`config.mk`:
```
export PLATFORM = sky130hd
export DESIGN_NAME = lsdf_rsp_queue
export DESIGN_NICKNAME = d
export VERILOG_FILES = /design/src/hdl/lsdf_pkg.sv /design/src/hdl/lsdf_rsp_queue.sv
export SDC_FILE = /design/constraint.sdc
export NUM_CORES = 1
export LEC_CHECK = 0
export BUFFER_PORTS_ARGS = -buffer_cell sky130_fd_sc_hd__buf_2
export CAP_MARGIN = 20
export CORE_MARGIN = 2
export CORE_UTILIZATION = 50
export DETAILED_ROUTE_END_ITERATION = 8
export PLACE_DENSITY = 0.88
export SYNTH_ARGS = -nofsm -noshare
export SYNTH_HDL_FRONTEND = slang
export SYNTH_SLANG_ARGS = --single-unit
```
`constraint.sdc`:
```
create_clock -name clock -period 5.6 [get_ports clock]
set_input_delay 0.84 -clock clock [delete_from_list [all_inputs] [get_ports clock]]
set_output_delay 0.84 -clock clock [all_outputs]
set_load 0.02 [all_outputs]
```
`src/hdl/lsdf_pkg.sv`:
```
// Shared types, constants and compare functions for the line segment filter.
// Used by every module of the block; depends on nothing else.
`timescale 1ns / 1ps

package lsdf_pkg;

   localparam int MAX_SEGMENTS = 256;
   localparam int COORD_BITS   = 16;
   localparam int ADDR_BITS    = $clog2(MAX_SEGMENTS);
   localparam int CNT_BITS     = ADDR_BITS + 1;
   localparam int TOL_BITS     = 16;
   localparam int TOTAL_BITS   = 9;
   localparam int DIFF_BITS    = COORD_BITS + 1;

   typedef logic signed [COORD_BITS-1:0] coord_type;
   typedef logic [TOL_BITS-1:0]          tol_type;
   typedef logic [CNT_BITS-1:0]          count_type;

   typedef struct packed {
      coord_type first_x;
      coord_type first_y;
      coord_type second_x;
      coord_type second_y;
   } seg_type;

   typedef struct packed {
      seg_type seg;
      logic    new_set;
   } item_type;

   typedef struct packed {
      seg_type               seg;
      logic                  kept;
      logic                  overflow;
      logic [TOTAL_BITS-1:0] kept_total;
   } result_type;

   typedef enum logic [1:0] {
      S_IDLE,
      S_SCAN,
      S_DONE
   } scan_state_type;

   // The difference is formed one bit wider than the coordinates, so it never wraps.
   function automatic logic near_axis(coord_type a, coord_type b, tol_type tol);
      logic signed [DIFF_BITS-1:0] diff;
      logic [DIFF_BITS-1:0]        mag;
      diff = {a[COORD_BITS-1], a} - {b[COORD_BITS-1], b};
      mag  = diff[DIFF_BITS-1] ? DIFF_BITS'(-diff) : DIFF_BITS'(diff);
      return mag <= {{(DIFF_BITS-TOL_BITS){1'b0}}, tol};
   endfunction

   function automatic logic near_point(coord_type ax, coord_type ay,
                                       coord_type bx, coord_type by, tol_type tol);
      return near_axis(ax, bx, tol) && near_axis(ay, by, tol);
   endfunction

   // Endpoints may pair up in the same order or swapped.
   function automatic logic near_segment(seg_type a, seg_type b, tol_type tol);
      logic same_order;
      logic swapped;
      same_order = near_point(a.first_x, a.first_y, b.first_x, b.first_y, tol) &&
                   near_point(a.second_x, a.second_y, b.second_x, b.second_y, tol);
      swapped    = near_point(a.first_x, a.first_y, b.second_x, b.second_y, tol) &&
                   near_point(a.second_x, a.second_y, b.first_x, b.first_y, tol);
      return same_order || swapped;
   endfunction

endpackage

```
`src/hdl/lsdf_rsp_queue.sv`:
```
// Result queue: two-entry buffer between the scan engine and the result ports.
// Depends on lsdf_pkg.
`timescale 1ns / 1ps

module lsdf_rsp_queue (
   input  logic                 clock,
   input  logic                 reset,
   input  logic                 push,
   input  lsdf_pkg::result_type push_item,
   output logic                 full,
   output logic                 empty,
   input  logic                 pop,
   output lsdf_pkg::result_type head
);

   lsdf_pkg::result_type slot_ff [2];
   logic                 wr_ptr_ff, wr_ptr_in;
   logic                 rd_ptr_ff, rd_ptr_in;
   logic [1:0]           fill_ff, fill_in;
   logic                 do_push, do_pop;

   assign full    = (fill_ff == 2'd2);
   assign empty   = (fill_ff == 2'd0);
   assign head    = slot_ff[rd_ptr_ff];
   assign do_push = push && !full;
   assign do_pop  = pop && !empty;

   always_comb begin
      wr_ptr_in = do_push ? !wr_ptr_ff : wr_ptr_ff;
      rd_ptr_in = do_pop ? !rd_ptr_ff : rd_ptr_ff;
      fill_in   = fill_ff;
      if (do_push && !do_pop) begin
         fill_in = fill_ff + 2'd1;
      end else if (!do_push && do_pop) begin
         fill_in = fill_ff - 2'd1;
      end
   end

   always_ff @(posedge clock) begin
      if (reset) begin
         wr_ptr_ff <= 1'b0;
         rd_ptr_ff <= 1'b0;
         fill_ff   <= 2'd0;
      end else begin
         wr_ptr_ff <= wr_ptr_in;
         rd_ptr_ff <= rd_ptr_in;
         fill_ff   <= fill_in;
      end
   end

   always_ff @(posedge clock) begin
      if (do_push) begin
         slot_ff[wr_ptr_ff] <= push_item;
      end
   end

endmodule

```
**After elaboration in Yosys (flattened, before gate mapping)**

Memories as Yosys holds them, arrays and structs flattened. A register that Yosys moved wholly into a read port is not among the register bits.
Cells that the tools add are included.

- Flip-flop bits (word level): 4
- Memory bits (writable): 150
- Logic and storage cells: 25
- Memories kept: 1

- Add/sub/neg operators: 2
- Eq/ne operators: 1
- Mux-type cells: 6
- Reduce and logical (&&, ||, !) cells: 12

Memories:

| name | depth | bits a word | rd ports | clocked after memory_dff | wr ports | line | source |
|---|---|---|---|---|---|---|---|
| slot_ff | 2 | 75 | 1 | 1 | 1 | lsdf_rsp_queue.sv:16 | `lsdf_pkg::result_type slot_ff [2];` |

Operators by type and width:

| cell | count |
|---|---|
| logical NOT 1 bit | 6 |
| logical AND 1 bit | 4 |
| 2-to-1 mux 1 bit | 4 |
| 2-to-1 mux 2 bit | 2 |
| adder 2 x 1 -> 2 bit (second input constant) | 1 |
| == test 2 bit (second input constant) | 1 |
| logical NOT 2 bit | 1 |
| nonzero test 2 bit | 1 |
| subtractor 2 x 1 -> 2 bit (second input constant) | 1 |

**Depth between registers and ports, before layout**

- Depth after elaboration: 7
- Depth in mapped cells: 6
- Mapped depth without buffers: 6

**Worst setup path after synthesis**

OpenSTA, ideal clock, no wires.

- Kind: input to register
- Start: in push
- End: mem slot_ff[1][0] (netlist bit), enable pin
- Library setup time: 442 ps
- Arrival time: 2784 ps
- Required time: 5158 ps
- Path slack: 2375 ps
- Cell stages on the path: 3
- Buffers on the path: 0
- Cell sequence: inv_1 > nor2_1 > and2_1

- Word-level cells in the longest chain between the ends: 3

Ends and longest elaborated chain:

| what | line | source |
|---|---|---|
| from (decl) | lsdf_rsp_queue.sv:8 | `input logic push,` |
| logical AND 1 bit | lsdf_rsp_queue.sv:25 | `assign do_push = push && !full;` |
| via do_push | lsdf_rsp_queue.sv:20 | `logic do_push, do_pop;` |
| 2-to-1 mux 1 bit | lsdf_rsp_queue.sv:52 | `if (do_push) begin` |
| 2-to-1 mux 1 bit (not written as such) | lsdf_rsp_queue.sv:53 | `slot_ff[wr_ptr_ff] <= push_item;` |
| to (decl) | lsdf_rsp_queue.sv:16 |  |

The timed path passes the listed nets, and every way through them passes these cells.

==> impl_results.md <==
- Multi-input logic area: 957 µm²
- Antenna cell count: 0
- Worst R2R Path Depth: 4
- Leakage: 2.68 nW
- Synth Cell Area: 5640 µm²
- Post-CTS Resized: 0
- Top achievable clock speed: 349 MHz
- Clk_lat worst skew: 0.41 ns
- Peak VDD IR: 300 µV
- Hold path startpoint: wr_ptr_ff$_SDFFE_PP0P_
- Share of layout cells above drive strength 1: 0.605
- P per Cell Area: 495 nW/µm²
- Clock root cell: clkbuf_16
- Worst-path clk slew: 0.06 ns
- Post-synth cell types: 15
- Most frequently used flop master after synthesis: edfxtp_1
- Ports: 156
- Total GRT Usage: 0.158
- Vias in the first global route: 2,919
- Cell area after layout: 7140 µm²
- Largest net degree at the start of global routing: 76
- Status: completed
- Synth Net Count: 338
- CP Capture Type: output port
- Cell Area, Placed: 6530 µm²
- Fin cells: 578
- Cell with the most instances after synthesis: edfxtp_1
- Synth top cells by count: edfxtp_1 (150), mux2_2 (75), buf_6 (5), dfxtp_1 (5), nor2_1 (5)
- WHS: 0.506 ns
- R2r endpoint: slot_ff[0][27]$_DFFE_PP_
- Total grt overflow: 0
- Area Overhead vs Synth: 26.5%
- Pre-antenna DRT Iters: 4
- Tmin final: 2.86 ns
- CP Class: reg -> out
- # fillers: 768
- Core Area: 10,900 µm²
- Cell row count: 38
- Clock tree sinks: 155
- Met1 wire length: 3.74 mm
- Max-cap violations: 0
- DR vias: 2,867
- WL final: 9.38 mm
- CP startpoint kind: flop
- Nets: 505
- Wire per inst: 16.2 µm
- Final hold vios: 0
- Worst Path Required: 4.76 ns
- Routability cong.: 0.689
- Synth top area cells: edfxtp_1 (80%), mux2_2 (15%), dfxtp_1 (1.8%), buf_6 (1.0%), xor2_1 (0.47%)
- Hold Path Class: reg -> reg
- Postcts setup bufs: 0
- Area occupied by registers: 4610 µm²
- Syn. warnings: 0
- Hpwl dp: 5.95 mm
- Die Y: 110 µm
- Max Root-Sink Buffers: 2
- Final design utilization: 0.653
- Cells after DPL: 546
- Measured slew at the worst slew-check pin: 1.01 ns
- Post-synth top area share: 0.799
- Antenna viol nets, final: 0
- RSZ-0062 raised after global routing: no
- Final Cycle Share: 0.511
- Fin. max-slew vios: 0
- Syn_area_per_cell: 21.9 µm²
- Setup Total Neg Slack: 0 ns
- DRC viols: 0
- Die area: 12,100 µm²
- Top layer in use: met4
- Reg-to-reg startpoint: fill_ff[0]$_SDFFE_PP0P_
- CTS H-tree depth: 4
- DR WL met3: 737 µm
- Initial DRC count: 93
- Global-route wire length before repair: 14.0 mm
- EDFF count, synth: 150
- Hold path depth: 2
- Top cell type by total area after synthesis: edfxtp_1
- Total CTS buffers: 17
- Post-synthesis instance total: 258
- Width of the die: 110 µm
- Sequential area share after synthesis: 0.816
- Hold Buf Count CTS: 0
- CTS tree: built
- Worst Skew: 0.0101 ns
- Initial antenna violation count: 0
- Initial Util: 0.516
- Arrival time worst endpoint: 2.02 ns
- Ys async rst share: 0
- Slew margin rel.: 0.325
- R2R Setup Slk: 3.14 ns
- Routed met2 length: 4.81 mm
- Final Setup Violations: 0
- #FFs+latches synth: 155
- Port Buffers: 155
- Via density: 4.96
- CP Max Fanout: 75
- WHS Endpoint: wr_ptr_ff$_SDFFE_PP0P_
## power breakdown
group          switching (mW)  total (mW)  internal [mW]
Combinational           0.469       0.816          0.347
Clock                   0.420        1.14          0.723
Sequential              0.111        1.57           1.46
Total                    1.00        3.53           2.53
## metrics by stage
stage               setup slack, ns  power [mW]
CTS                            2.69        3.58
floorplan                      2.37        2.17
detailed placement             2.63        2.42
global placement               2.66        2.40
global route                   2.58        3.70
finish                         2.74        3.53
## metal layers
metal,up-vias,GRT usage
met2,112,0.264
met1,1388,0.183
met4,0,0.0589
met5,-,0
li1,1359,-
met3,8,0.0670
## worst max-delay path by stage
stage	to	slack, ns	startpoint	depth (start not counted)
5_1_grt	head[49]	2.58	flop	2
6_report	head[51]	2.74	flop	2
3_3_place_gp	slot_ff[0][68]$_DFFE_PP_	2.66	push	5
4_1_cts	head[50]	2.69	flop	2
3_5_place_dp	slot_ff[0][33]$_DFFE_PP_	2.63	push	5
2_1_floorplan	slot_ff[1][0]$_DFFE_PP_	2.37	push	3
## cells by family after synthesis
group | count (synthesis) | synth area share
compound gates | 5 | 0.00444
fa+ha+maj | 1 | 0.00222
simple gates | 9 | 0.00821
buf+inv | 10 | 0.0144
flops | 155 | 0.816
mux | 75 | 0.150
xor+xnor | 3 | 0.00466
## state kept, by name, summed over array words and instances, names as in the netlist, named ones only
name	count
rd_ptr_ff	1
fill_ff	2
slot_ff	150
wr_ptr_ff	1
## placed cells by master (no fill, tap or decap), drive strengths merged, types with 2 or more instances in the layout
| master | netlist | final |
|---|---|---|
| a21oi | 2 | 2 |
| buf | 8 | 156 |
| bufinv | 0 | 3 |
| clkbuf | 0 | 21 |
| clkinv | 0 | 3 |
| clkinvlp | 0 | 4 |
| dfxtp | 5 | 5 |
| edfxtp | 150 | 150 |
| inv | 2 | 3 |
| mux2 | 75 | 75 |
| nor2 | 5 | 5 |
| o21ai | 3 | 3 |
| or3 | 2 | 2 |
| xor2 | 3 | 3 |
## worst max-delay path, stage by stage, from the launching register on
cell and delay [ns]:
dfxtp_4 0.99, mux2_2 0.43, buf_2 0.16
## area by class of cell
cell class / count / share of cell area
Timing Repair Buffer: 156 / 0.110
Clock inverter: 11 / 0.0202
Clock buffer: 21 / 0.0645
Multi-Input combinational cell: 93 / 0.134
Tap cell: 140 / 0.0245
Sequential cell: 155 / 0.646
Inverter: 2 / 0.00105
(Power assumes the default switching activity.)
