File: config.mk
export PLATFORM = sky130hd
export DESIGN_NAME = lsdf_front
export DESIGN_NICKNAME = d
export VERILOG_FILES = /design/src/hdl/lsdf_pkg.sv /design/src/hdl/lsdf_front.sv
export SDC_FILE = /design/constraint.sdc
export NUM_CORES = 1
export LEC_CHECK = 0
export ABC_AREA = 1
export BUFFER_PORTS_ARGS = -buffer_cell sky130_fd_sc_hd__buf_2
export CELL_PAD_IN_SITES_DETAIL_PLACEMENT = 1
export CELL_PAD_IN_SITES_GLOBAL_PLACEMENT = 2
export CORE_MARGIN = 4
export CORE_UTILIZATION = 43
export CTS_BUF_LIST = sky130_fd_sc_hd__clkbuf_8
export DETAILED_ROUTE_END_ITERATION = 8
export GPL_TIMING_DRIVEN = 0
export PLACE_DENSITY_LB_ADDON = 0.1
export SLEW_MARGIN = 20
export SYNTH_ARGS = -nofsm -noshare
export SYNTH_HDL_FRONTEND = slang
export SYNTH_SLANG_ARGS = --single-unit
File: constraint.sdc
create_clock -name clock -period 11.55 [get_ports clock]
set_input_delay 2.31 -clock clock [delete_from_list [all_inputs] [get_ports clock]]
set_output_delay 2.31 -clock clock [all_outputs]
set_load 0.02 [all_outputs]
File: src/hdl/lsdf_pkg.sv
// Shared types, constants and compare functions for the line segment filter.
// Used by every module of the block; depends on nothing else.
`timescale 1ns / 1ps

package lsdf_pkg;

   localparam int MAX_SEGMENTS = 256;
   localparam int COORD_BITS   = 16;
   localparam int ADDR_BITS    = $clog2(MAX_SEGMENTS);
   localparam int CNT_BITS     = ADDR_BITS + 1;
   localparam int TOL_BITS     = 16;
   localparam int TOTAL_BITS   = 9;
   localparam int DIFF_BITS    = COORD_BITS + 1;

   typedef logic signed [COORD_BITS-1:0] coord_type;
   typedef logic [TOL_BITS-1:0]          tol_type;
   typedef logic [CNT_BITS-1:0]          count_type;

   typedef struct packed {
      coord_type first_x;
      coord_type first_y;
      coord_type second_x;
      coord_type second_y;
   } seg_type;

   typedef struct packed {
      seg_type seg;
      logic    new_set;
   } item_type;

   typedef struct packed {
      seg_type               seg;
      logic                  kept;
      logic                  overflow;
      logic [TOTAL_BITS-1:0] kept_total;
   } result_type;

   typedef enum logic [1:0] {
      S_IDLE,
      S_SCAN,
      S_DONE
   } scan_state_type;

   // The difference is formed one bit wider than the coordinates, so it never wraps.
   function automatic logic near_axis(coord_type a, coord_type b, tol_type tol);
      logic signed [DIFF_BITS-1:0] diff;
      logic [DIFF_BITS-1:0]        mag;
      diff = {a[COORD_BITS-1], a} - {b[COORD_BITS-1], b};
      mag  = diff[DIFF_BITS-1] ? DIFF_BITS'(-diff) : DIFF_BITS'(diff);
      return mag <= {{(DIFF_BITS-TOL_BITS){1'b0}}, tol};
   endfunction

   function automatic logic near_point(coord_type ax, coord_type ay,
                                       coord_type bx, coord_type by, tol_type tol);
      return near_axis(ax, bx, tol) && near_axis(ay, by, tol);
   endfunction

   // Endpoints may pair up in the same order or swapped.
   function automatic logic near_segment(seg_type a, seg_type b, tol_type tol);
      logic same_order;
      logic swapped;
      same_order = near_point(a.first_x, a.first_y, b.first_x, b.first_y, tol) &&
                   near_point(a.second_x, a.second_y, b.second_x, b.second_y, tol);
      swapped    = near_point(a.first_x, a.first_y, b.second_x, b.second_y, tol) &&
                   near_point(a.second_x, a.second_y, b.first_x, b.first_y, tol);
      return same_order || swapped;
   endfunction

endpackage

File: src/hdl/lsdf_front.sv
// Front end: two-entry request queue that takes segments with their new-set flags.
// Depends on lsdf_pkg.
`timescale 1ns / 1ps

module lsdf_front (
   input  logic               clock,
   input  logic               reset,
   input  logic               push,
   output logic               full,
   input  lsdf_pkg::item_type push_item,
   output logic               item_valid,
   output lsdf_pkg::item_type item,
   input  logic               item_take
);

   lsdf_pkg::item_type slot_ff [2];
   logic               wr_ptr_ff, wr_ptr_in;
   logic               rd_ptr_ff, rd_ptr_in;
   logic [1:0]         fill_ff, fill_in;
   logic               do_push, do_take;

   assign full       = (fill_ff == 2'd2);
   assign item_valid = (fill_ff != 2'd0);
   assign item       = slot_ff[rd_ptr_ff];
   assign do_push    = push && !full;
   assign do_take    = item_take && item_valid;

   always_comb begin
      wr_ptr_in = do_push ? !wr_ptr_ff : wr_ptr_ff;
      rd_ptr_in = do_take ? !rd_ptr_ff : rd_ptr_ff;
      fill_in   = fill_ff;
      if (do_push && !do_take) begin
         fill_in = fill_ff + 2'd1;
      end else if (!do_push && do_take) begin
         fill_in = fill_ff - 2'd1;
      end
   end

   always_ff @(posedge clock) begin
      if (reset) begin
         wr_ptr_ff <= 1'b0;
         rd_ptr_ff <= 1'b0;
         fill_ff   <= 2'd0;
      end else begin
         wr_ptr_ff <= wr_ptr_in;
         rd_ptr_ff <= rd_ptr_in;
         fill_ff   <= fill_in;
      end
   end

   always_ff @(posedge clock) begin
      if (do_push) begin
         slot_ff[wr_ptr_ff] <= push_item;
      end
   end

endmodule

## Yosys cells after proc, flatten, opt, wreduce, memory -nomap -nowiden

Memory sizes are Yosys's and may differ from the RTL's. A register that Yosys moved wholly into a read port is not among the register bits.
Index checks and enable logic that the tools add are counted.

| storage, ports and cells | value |
|---|---|
| bits in registers | 4 |
| memory bits (writable) | 130 |
| input port bits | 69 |
| output and inout port bits | 67 |
| memories kept | 1 |

| operators by class | value |
|---|---|
| $add $sub $neg | 2 |
| equality and inequality tests | 1 |
| multiplexer cells | 6 |
| reduce and logical (&&, ||, !) cells | 11 |

Memory list:

| name | depth | bits a word | rd ports | clocked after Yosys merged registers in | wr ports | RTL line | source |
|---|---|---|---|---|---|---|---|
| slot_ff | 2 | 65 | 1 | 1 | 1 | lsdf_front.sv:16 | `lsdf_pkg::item_type slot_ff [2];` |

Operator list:

| cell | count |
|---|---|
| zero test 1 bit | 5 |
| logical AND 1 bit | 4 |
| two-way mux 1 bit | 4 |
| two-way mux 2 bit | 2 |
| nonzero test 2 bit | 2 |
| adder 2 x 1 -> 2 bit, second input constant | 1 |
| equality test 2 bit, second input constant | 1 |
| subtractor 2 x 1 -> 2 bit, second input constant | 1 |

## Depth between registers and ports, before layout

Gate-level depths: netlist of the first run.

| logic depth | value |
|---|---|
| depth after elaboration | 7 |
| gate-level depth with buffers | 10 |
| mapped depth without buffers | 10 |

## Least setup slack after synthesis of the first run

OpenSTA, ideal clock, no wires.

| path | value |
|---|---|
| path kind | input port to flip-flop |
| from | input push |
| to | memory slot_ff[0][0] in the netlist's numbering, enable pin |
| data arrival time | 5.131 ns |
| data required time | 11.062 ns |
| setup slack | 5.930 ns |
| stages | 2 |
| buffers on the path | 0 |
| cells stage by stage | o21ai_1 > nor2_1 |

| on the way | value |
|---|---|
| word-level cells in the longest chain between the ends | 3 |

RTL lines:

| what | RTL line | source |
|---|---|---|
| from (decl) | lsdf_front.sv:8 | `input logic push,` |
| logical AND 1 bit | lsdf_front.sv:25 | `assign do_push = push && !full;` |
| two-way mux 1 bit | lsdf_front.sv:52 | `if (do_push) begin` |
| two-way mux 1 bit (not written as such) | lsdf_front.sv:53 | `slot_ff[wr_ptr_ff] <= push_item;` |
| to (decl) | lsdf_front.sv:16 |  |

Every way passes these cells.

==> results by group, run 1 <==
Die
  – Top-Level Pins: 136
  – Die area: 0.0138 mm2
  – Die width: 117 um
  – Initial Utilization: 44.4%
  – Core Area: 0.0116 mm2
  – Die Y: 117 um
  – Std cell rows: 39

Critical path
  – Critical path type: flip-flop to output port
  – CP max stage delay: 0.34 ns
  – Crit path depth: 4
  – CP most frequent cell: buf_6
  – Kind of start point of the critical path: flip-flop
  – Critical path fanouts, max: 10
  – Crit path required time: 9.24 ns
  – CP Capture Type: output port
  – Data arrival time of the worst path: 1.61 ns
  – R2R Setup Slk: 9.82 ns
  – Cell Chain, Critical Path: buf_6 > buf_6 > mux2_4 > buf_2
  – Slowest cell on crit path: dfxtp_1
  – FF-to-FF Start: fill_ff[1]
  – Reg2Reg Depth: 4
  – CP delay by family, top: buffers and inverters
  – WP buf/inv: 3
  – Worst setup endpoint: item[42]
  – Reg-to-Reg End: slot_ff[1][35]

Clock tree
  – Total clock sinks: 135
  – Clock-pin slew on the worst setup and hold paths: 0.06 ns
  – CTS buffer count: 17
  – CTS Hold Bufs: 0
  – Clk buf depth: 2
  – Post-CTS Setup Bufs: 0
  – PostCTS Resize Cnt: 0
  – CTS Root Cell: clkbuf_8
  – H-tree Lvls: 4
  – Clk Latency, worst-skew pair: 0.43 ns
  – CTS tree: done

Routing
  – Met3 Routed Length: 790 um
  – WL per Instance: 17.1 um
  – Wl on met1: 3630 um
  – Max layer used: met5
  – Via count: 2618
  – Antenna-violating nets left: 0
  – First-pass detailed-route iteration total: 4
  – Met2 WL: 4800 um
  – DRC: 0
  – WL final: 9430 um
  – Via density per instance: 4.76
  – Initial DRC count: 161

Placed design
  – I/O Buffers: 135
  – DP HPWL: 6670 um
  – Routability cong.: 0.704
  – Placed Cells: 521

Yosys
  – Post-synth top cells: 130 x edfxtp_1, 50 x mux2_4, 15 x mux2_2, 8 x inv_1, 8 x nor2_1
  – Yosys Warn Count: 0
  – Unique cell type count in the Yosys netlist: 15
  – Mux contribution to synthesized area: 17.9%
  – Sequential cell area fraction in the yosys report: 78.0%
  – XOR/XNOR Fraction of Synth Area: 0%
  – Largest family of logic cells by synthesized area: multiplexers
  – Cell type with the highest aggregate area in the netlist: edfxtp_1
  – Post-synthesis compound-gate area fraction: 0.487%
  – Synth Register Bits: 135
  – Yosys top cell area share: 76.0%
  – Most common cell in the netlist: edfxtp_1
  – Synthesized area per cell: 21.5 um2
  – Post-synthesis adder-cell area fraction: 0.244%
  – Syn_nets: 309
  – Post-synth EDFFs: 130
  – Synth Flop Type: edfxtp_1
  – Mapped cell area: 0.00514 mm2
  – Largest cells by area after synthesis: edfxtp_1 76%, mux2_4 15%, mux2_2 3.3%
  – Simple-gate portion of the synthesized area: 1.41%
  – Syn Inst Count: 239
  – FFs w/ async S/R, synth: 0%

Finish
  – Multi-input gate area: 0.00104 mm2
  – Sequential cell area: 0.00400 mm2
  – Area Growth Syn to Fin: 24.0%
  – NumNets Final: 467
  – Final core occ: 55.1%
  – N_diodes: 0
  – Layout cells sized above 1: 57.2%
  – Fill count: 1105
  – Post-Layout Cell Count: 550

Timing
  – FMAX: 0.255 GHz
  – Setup TNS: 0 ns
  – Slew at the pin closest to its max-slew limit: 0.612 ns
  – Final setup viols: 0
  – Final Hold Viols: 0
  – Max-slew headroom at the worst pin: 59.1%
  – Clk_skew: 0.00431 ns
  – Final hold slack: 0.526 ns
  – RSZ-0062 raised after global routing: no
  – Final Critical Period: 3.92 ns
  – Final Cycle Share: 34.0%
  – Max Slew Vio Count: 0

Global routing
  – First-pass GRT wire length: 14300 um
  – Total gr overflow: 0
  – Number of global-route vias before repair: 2848
  – GRT Total Usage: 14.5%
  – Initial antenna violation count: 1
  – Largest net degree at the start of global routing: 26

Job
  – Max-Cap Viols: 0

Pwr
  – Switching portion of total power: 30.3%
  – Max VDD drop: 0.103 mV
  – Switch Pwr: 0.406 mW
  – Cell Pwr Density: 210 mW/mm2
  – Tot Pwr: 1.34 mW
  – Comb power frac: 30.6%
  – Sequential power share: 47.5%
  – Clock power frac: 21.9%
  – Leakage power: 2.53 nW
  – Internal: 0.935 mW

Run status
  – Status: finished clean

Hold path
  – HP Class: flip-flop to flip-flop
worst min path at each step:
stage                     startpoint        end  slack, ns  depth (start not counted)
final                      rd_ptr_ff  flip-flop       0.53                          2
after global placement     rd_ptr_ff  rd_ptr_ff       0.48                          2
after detailed placement   rd_ptr_ff  flip-flop       0.51                          2
after global routing       rd_ptr_ff  flip-flop       0.54                          2
after CTS                  rd_ptr_ff  flip-flop       0.52                          2
after floorplan            rd_ptr_ff  flip-flop       0.46                          2
kinds of logic after synthesis:
| family | Yosys count |
|---|---|
| compound gates | 5 |
| fa+ha+maj | 1 |
| buf+inv | 15 |
| flops | 135 |
| mux | 65 |
| simple gates | 18 |
flip-flops by register name, summed over array words and instances, names as in the netlist, named ones only:
signal,cells
slot_ff,130
wr_ptr_ff,1
rd_ptr_ff,1
fill_ff,2
layout make-up:
cell class	instances	area share, %
sequential	135	62.8
clock inverter	12	0.805
clock buffer	17	3.67
multi-input combinational	89	16.4
inverter	8	0.471
timing repair buffer	139	11.9
buffer	7	1.14
tap	143	2.81
per-stage QoR:
| stage | worst slack [ns] | cell area, um2 |
|---|---|---|
| final | 7.63 | 6370 |
| after global routing | 7.51 | 6370 |
| after CTS | 7.56 | 6370 |
| after detailed placement | 7.79 | 6090 |
| after global placement | 4.16 | 5990 |
| after floorplan | 5.93 | 5140 |
per-layer routing:
| metal | vias up | global-route usage [%] |
|---|---|---|
| met2 | 92 | 23.6 |
| met5 | - | 0 |
| met4 | 2 | 6.73 |
| met1 | 1262 | 15.9 |
| met3 | 19 | 7.20 |
| li1 | 1243 | - |
power groups by stage:
stage / logic, mW / clock network, mW / registers, mW
6_report: 0.411 / 0.293 / 0.637
2_1_floorplan: 0.289 / 0 / 0.649
3_5_place_dp: 0.420 / 0 / 0.648
4_1_cts: 0.421 / 0.305 / 0.638
5_1_grt: 0.442 / 0.332 / 0.643
3_3_place_gp: 0.400 / 0 / 0.656
cells in the final DEF, fill, tap and decap left out, drive strengths merged:
cell and n:
a21oi 2, buf 146, clkbuf 17, clkinv 7, clkinvlp 1, dfxtp 5
edfxtp 130, ha 1, inv 12, mux2 65, nand2 7, nand3 2
nand4 1, nor2 8, o21ai 3
worst min-delay path, delay by kind of cell, from the launching register on:
| kind | cells | cell delay, ns |
|---|---|---|
| flops | 1 | 0.34 |
| simple gates | 1 | 0.09 |
| compound gates | 1 | 0.06 |
No activity file was read; power rests on OpenSTA's default activity.
==> run 2, diff against run 1 <==
--- a/config.mk
+++ b/config.mk
@@ -10,7 +10,7 @@
 export CELL_PAD_IN_SITES_DETAIL_PLACEMENT = 1
 export CELL_PAD_IN_SITES_GLOBAL_PLACEMENT = 2
 export CORE_MARGIN = 4
-export CORE_UTILIZATION = 43
+export CORE_UTILIZATION = 40
 export CTS_BUF_LIST = sky130_fd_sc_hd__clkbuf_8
 export DETAILED_ROUTE_END_ITERATION = 8
 export GPL_TIMING_DRIVEN = 0
==> constraint.sdc (replaced) <==
create_clock -name clock -period 4.05 [get_ports clock]
set_input_delay 0.81 -clock clock [delete_from_list [all_inputs] [get_ports clock]]
set_output_delay 0.81 -clock clock [all_outputs]
set_load 0.02 [all_outputs]
==> run 2 against run 1 <==
Compared with the run above: first-iteration DRC count shrank 35%; final area up 3.5%; sequential power rose to 2.8 times the previous value; register-to-register slack worse by 7.7 ns; sequential share of layout area is 2.1 points lower; clock power rose to 3.8 times the previous value.
==> results by group, run 2 (same netlist as run 1, synthesis figures left out) <==
Placed design
  – I/O Buffers: 135 (unchanged)
  – Routability cong.: 0.693 (-1.5%)
  – Placed Cells: 552 (+6.0%)
  – DP HPWL: 6770 um (+1.5%)

Run status
  – Status: finished clean

Critical path
  – FF-to-FF Start: fill_ff[1]
  – CP Capture Type: output port
  – Reg2Reg Depth: 6 (+2)
  – Critical path fanouts, max: 10 (unchanged)
  – Kind of start point of the critical path: flip-flop
  – Crit path required time: 3.24 ns (-6.00 ns)
  – R2R Setup Slk: 2.12 ns (-7.70 ns)
  – Worst setup endpoint: item[21]
  – Reg-to-Reg End: slot_ff[0][15]
  – Critical path type: flip-flop to output port
  – Data arrival time of the worst path: 1.63 ns (+0.02 ns)

Global routing
  – Number of global-route vias before repair: 2896 (+1.7%)
  – Total gr overflow: 0 (unchanged)
  – GRT Total Usage: 13.8% (-0.68 points)
  – Largest net degree at the start of global routing: 22 (-15%)
  – First-pass GRT wire length: 14900 um (+3.6%)
  – Initial antenna violation count: 2 (+1)

Finish
  – Commonest non-fill, non-tap cell in the layout: buf_2
  – N_diodes: 0 (unchanged)
  – Layout cells sized above 1: 59.5% (+2.2 points)
  – Largest regs: slot_ff x130, fill_ff x2
  – Max FFs per register: 130 (unchanged)
  – Fill count: 1228 (+11%)
  – Most frequent cells in the layout: 136 x buf_2, 130 x edfxtp_1, 50 x mux2_4
  – Register with the most flip-flops: slot_ff
  – Area Growth Syn to Fin: 28.4%
  – NumNets Final: 469 (+0.43%)
  – Post-Layout Cell Count: 584 (+6.2%)

Clock tree
  – Clk Latency, worst-skew pair: 0.43 ns (about the same)
  – PostCTS Resize Cnt: 0 (unchanged)
  – H-tree Lvls: 4 (unchanged)
  – Clk buf depth: 2 (unchanged)
  – CTS buffer count: 17 (unchanged)
  – CTS tree: done
  – CTS Hold Bufs: 0 (unchanged)
  – CTS Root Cell: clkbuf_8
  – Total clock sinks: 135 (unchanged)
  – Post-CTS Setup Bufs: 0 (unchanged)
  – Clock-pin slew on the worst setup and hold paths: 0.07 ns (about the same)

Pwr
  – Max VDD drop: 0.293 mV (+180%)
  – Sequential power share: 44.0% (-3.5 points)
  – Internal: 2.90 mW (+210%)
  – Tot Pwr: 4.12 mW (+210%)
  – Cell Pwr Density: 624 mW/mm2 (+200%)
  – Comb power frac: 29.4% (-1.2 points)
  – Clock power frac: 26.6% (+4.7 points)
  – Switching portion of total power: 29.5% (-0.81 points)
  – Switch Pwr: 1.21 mW (+200%)
  – Leakage power: 2.60 nW (+2.9%)

Hold path
  – Hold path cells: 2 (unchanged)
  – HP Class: flip-flop to flip-flop

Routing
  – WL per Instance: 16.4 um (-4.0%)
  – First-pass detailed-route iteration total: 4 (unchanged)
  – Initial DRC count: 104 (-35%)
  – Via density per instance: 4.52 (-5.1%)
  – WL final: 9610 um (+1.9%)
  – Antenna-violating nets left: 0 (unchanged)
  – Via count: 2639 (+0.80%)
  – DRC: 0 (unchanged)

Timing
  – RSZ-0062 raised after global routing: no
  – Final Cycle Share: 60.2%
  – Slew at the pin closest to its max-slew limit: 0.610 ns (-0.00201 ns)
  – Clk_skew: 0.00836 ns (+0.00405 ns)
  – Final Hold Viols: 0 (unchanged)
  – Final hold slack: 0.515 ns (-0.0111 ns)
  – Final Critical Period: 2.44 ns
  – Final setup viols: 0 (unchanged)
  – FMAX: 0.410 GHz
  – Max-slew headroom at the worst pin: 59.3% (+0.13 points)
  – Max Slew Vio Count: 0 (unchanged)

Die
  – Top-Level Pins: 136 (unchanged)
  – Die area: 0.0147 mm2 (+7.0%)
  – Std cell rows: 41 (+5.1%)
  – Die width: 121 um (+3.4%)
  – Core Area: 0.0126 mm2 (+9.1%)
  – Initial Utilization: 40.7% (-3.7 points)
  – Die Y: 121 um (+3.4%)

Job
  – Max-Cap Viols: 0 (unchanged)
run 2: cell count changes in the layout (fill, tap and decap cells not counted):
cell and delta:
clkinv_1 -4, buf_16 +5, buf_12 -3, bufinv_16 +3, clkinv_4 +2, clkinvlp_4 +2
clkinv_2 +3, inv_1 -3
run 2: cell type report:
| cell class | instances | area (um2) | share of cell area (%) |
|---|---|---|---|
| flip-flops and latches | 135 | 4000 | 60.7 |
| multi-input cells | 89 | 1040 | 15.8 |
| repair buffers | 141 | 833 | 12.6 |
| clock buffers | 17 | 234 | 3.55 |
| well taps | 172 | 215 | 3.26 |
| clock inverters | 15 | 163 | 2.47 |
| plain buffers | 7 | 72.6 | 1.10 |
| inverters | 8 | 30.0 | 0.455 |
run 2: routing by layer:
layer | GRT usage [%] | vias up | share of wire [%]
met5 | 0 | - | 0.21
met4 | 5.67 | 4 | 1.7
met3 | 6.34 | 17 | 7.2
met2 | 23.3 | 86 | 53
met1 | 15.1 | 1284 | 38
li1 | - | 1248 | -
run 2: worst min path at each step:
stage | to | startpoint
after detailed placement | rd_ptr_ff | rd_ptr_ff
after CTS | rd_ptr_ff | rd_ptr_ff
after floorplan | flip-flop | rd_ptr_ff
final | flip-flop | rd_ptr_ff
after global routing | slot_ff[0][36] | push_item[36]
after global placement | rd_ptr_ff | rd_ptr_ff
run 2: worst max-delay path, cell delays in order, from the launching register on:
cell,delay (ns)
dfxtp_1,0.34
buf_6,0.17
buf_6,0.20
mux2_4,0.32
buf_2,0.16
run 2: metrics by stage:
step | setup WS [ns] | setup TNS (ns) | util [%] | instance area [um2]
6_report | 1.61 | 0 | 52.3 | 6600
3_3_place_gp | -1.95 | -252.41 | 47.8 | 6030
3_5_place_dp | 1.60 | 0 | 49.1 | 6200
2_1_floorplan | -0.0696 | -9.05 | - | 5140
4_1_cts | 1.55 | 0 | 52.3 | 6600
5_1_grt | 1.50 | 0 | 52.3 | 6600
run 2: power by group through the flow:
stage | logic [mW] | clock network [mW] | registers [mW]
after floorplan | 0.824 | 0 | 1.85
after global placement | 1.15 | 0 | 1.87
after detailed placement | 1.24 | 0 | 1.85
after CTS | 1.25 | 1.14 | 1.81
after global routing | 1.31 | 1.20 | 1.83
final | 1.21 | 1.10 | 1.81
==> run 3, diff against run 2 <==
==> constraint.sdc (replaced) <==
create_clock -name clock -period 2.5 [get_ports clock]
set_input_delay 0.5 -clock clock [delete_from_list [all_inputs] [get_ports clock]]
set_output_delay 0.5 -clock clock [all_outputs]
set_load 0.02 [all_outputs]
==> run 3 against run 2 <==
Compared with the run above: highest routed layer unchanged; die area is the same; worst setup slack lost 1.2 ns; via count shrank 1.4%.
==> results by group, run 3 (same netlist as run 1, synthesis figures left out) <==
Clock tree
  – Post-CTS Setup Bufs: 0 (unchanged)
  – PostCTS Resize Cnt: 0 (unchanged)
  – CTS Root Cell: clkbuf_8
  – Total clock sinks: 135 (unchanged)
  – CTS Hold Bufs: 0 (unchanged)
  – Clock-pin slew on the worst setup and hold paths: 0.07 ns (about the same)
  – CTS tree: done
  – Clk Latency, worst-skew pair: 0.42 ns (about the same)
  – H-tree Lvls: 4 (unchanged)
  – Clk buf depth: 2 (unchanged)
  – CTS buffer count: 17 (unchanged)

Die
  – Std cell rows: 41 (unchanged)
  – Die Y: 121 um (unchanged)
  – Initial Utilization: 40.7% (unchanged)
  – Die area: 0.0147 mm2 (unchanged)
  – Core Area: 0.0126 mm2 (unchanged)
  – Die width: 121 um (unchanged)
  – Top-Level Pins: 136 (unchanged)

Critical path
  – CP most frequent cell: buf_6
  – Critical path type: flip-flop to output port
  – Critical path fanouts, max: 10 (unchanged)
  – Kind of start point of the critical path: flip-flop
  – CP max stage delay: 0.34 ns (about the same)
  – Crit path required time: 2.00 ns (-1.24 ns)
  – CP Capture Type: output port
  – Cell Chain, Critical Path: buf_6 > buf_6 > mux2_4 > buf_2
  – Data arrival time of the worst path: 1.61 ns (-0.02 ns)
  – Slowest cell on crit path: dfxtp_1
  – Reg2Reg Depth: 4 (-2)

Timing
  – Max Slew Vio Count: 0 (unchanged)
  – Final setup viols: 0 (unchanged)
  – Clk_skew: 0.00520 ns (-0.00316 ns)
  – FMAX: 0.473 GHz
  – Final Cycle Share: 84.6%
  – Final Critical Period: 2.11 ns
  – Setup TNS: 0 ns (unchanged)
  – Max-slew headroom at the worst pin: 55.4% (-3.9 points)
  – RSZ-0062 raised after global routing: no
  – Slew at the pin closest to its max-slew limit: 0.668 ns (+0.0582 ns)
  – Final Hold Viols: 0 (unchanged)

Hold path
  – Hold path cells: 1 (-1)
  – HP Class: input pin to flip-flop

Global routing
  – Gr busiest metal: met2
  – Number of global-route vias before repair: 2877 (-0.66%)
  – Largest net degree at the start of global routing: 26 (+18%)
  – Initial antenna violation count: 1 (-1)
  – GRT met3 Usage: 5.27% (-1.1 points)
  – GR met2 Demand/Resource: 22.7% (-0.55 points)
  – Grt met1 use: 14.9% (-0.17 points)
  – First-pass GRT wire length: 14600 um (-1.6%)
  – Total gr overflow: 0 (unchanged)
  – GRT Total Usage: 13.6% (-0.24 points)

Placed design
  – Routability cong.: 0.743 (+7.2%)
  – I/O Buffers: 135 (unchanged)
  – DP HPWL: 6490 um (-4.2%)
  – Post-DP Area: 0.00612 mm2 (-1.3%)

Finish
  – Area Growth Syn to Fin: 25.6%
  – Largest regs: slot_ff x130, fill_ff x2
  – Most frequent cells in the layout: 136 x buf_2, 130 x edfxtp_1, 50 x mux2_4
  – Max FFs per register: 130 (unchanged)
  – Register with the most flip-flops: slot_ff
  – NumNets Final: 467 (-0.43%)
  – Layout cells sized above 1: 57.6% (-1.8 points)
  – N_diodes: 0 (unchanged)
  – Post-route cell area: 0.00645 mm2 (-2.2%)
  – Commonest non-fill, non-tap cell in the layout: buf_2

Routing
  – Initial DRC count: 83 (-20%)
  – Via count: 2602 (-1.4%)
  – Antenna-violating nets left: 0 (unchanged)
  – DRC: 0 (unchanged)
  – First-pass detailed-route iteration total: 7 (+3)
  – WL per Instance: 16.2 um (-1.6%)
  – Via density per instance: 4.50 (-0.38%)
  – WL final: 9360 um (-2.6%)

Pwr
  – Clock power frac: 24.5% (-2.1 points)
  – Leakage power: 2.55 nW (-2.0%)
  – Comb power frac: 29.6% (+0.2 points)
  – Internal: 4.52 mW (+56%)
  – Max VDD drop: 0.438 mV (+49%)
  – Switching portion of total power: 29.3% (-0.19 points)
  – Sequential power share: 45.9% (+1.9 points)
  – Switch Pwr: 1.87 mW (+54%)
  – Cell Pwr Density: 991 mW/mm2 (+59%)

Job
  – Max-Cap Viols: 0 (unchanged)

Run status
  – Status: finished clean
==> run 3: cell count changes in the layout (fill, tap and decap cells not counted) <==
cell	change
clkinv_4	-2
buf_12	+3
clkinvlp_4	-3
clkinv_1	+3
buf_16	-5
bufinv_16	-1
inv_1	+2
clkinv_2	-3
==> run 3: power by group through the flow <==
stage | sequential [mW] | clock, mW | combinational, mW
after floorplan | 2.98 | 0 | 1.34
after global placement | 3.00 | 0 | 1.86
after detailed placement | 2.99 | 0 | 1.94
after CTS | 2.94 | 1.62 | 1.94
after global routing | 2.97 | 1.74 | 2.04
final | 2.94 | 1.56 | 1.89
==> run 3: layout make-up <==
class | count | area (um2)
well taps | 172 | 215
inverters | 8 | 30.0
repair buffers | 139 | 756
clock inverters | 11 | 96.3
clock buffers | 17 | 234
fillers | 1252 | 6170
plain buffers | 7 | 72.6
multi-input cells | 89 | 1040
flip-flops and latches | 135 | 4000
==> run 3: metrics by stage <==
stage	power (mW)	util (%)	setup slack, ns	hold slack (ns)	instances
floorplan	4.32	-	-0.240	0.465	239
global placement	4.87	47.8	-1.43	0.483	546
detailed placement	4.93	48.5	0.539	0.488	550
CTS	6.51	51.1	0.318	0.216	578
global route	6.75	51.1	0.273	0.213	578
finish	6.39	51.1	0.385	0.256	578
==> run 3: layer usage <==
layer	vias up	share of wire, %
met3	15	6.8
met4	2	2.1
met2	87	52
met5	-	0.21
met1	1264	39
li1	1234	-
==> run 3: path summary, 6_finish.rpt <==
kind	from	to	slack, ns
setup / recovery	flip-flop	item[15]	0.39
hold / removal	push_item[59]	slot_ff[1][59]	0.26
setup reg to reg	fill_ff[1]	slot_ff[1][47]	0.76
hold reg to reg	rd_ptr_ff	flip-flop	0.51
==> run 3: critical path, delay by kind of cell, from the launching register on <==
family,cells,cell delay (ns)
buffers and inverters,3,0.53
flip-flops,1,0.34
multiplexers,1,0.31
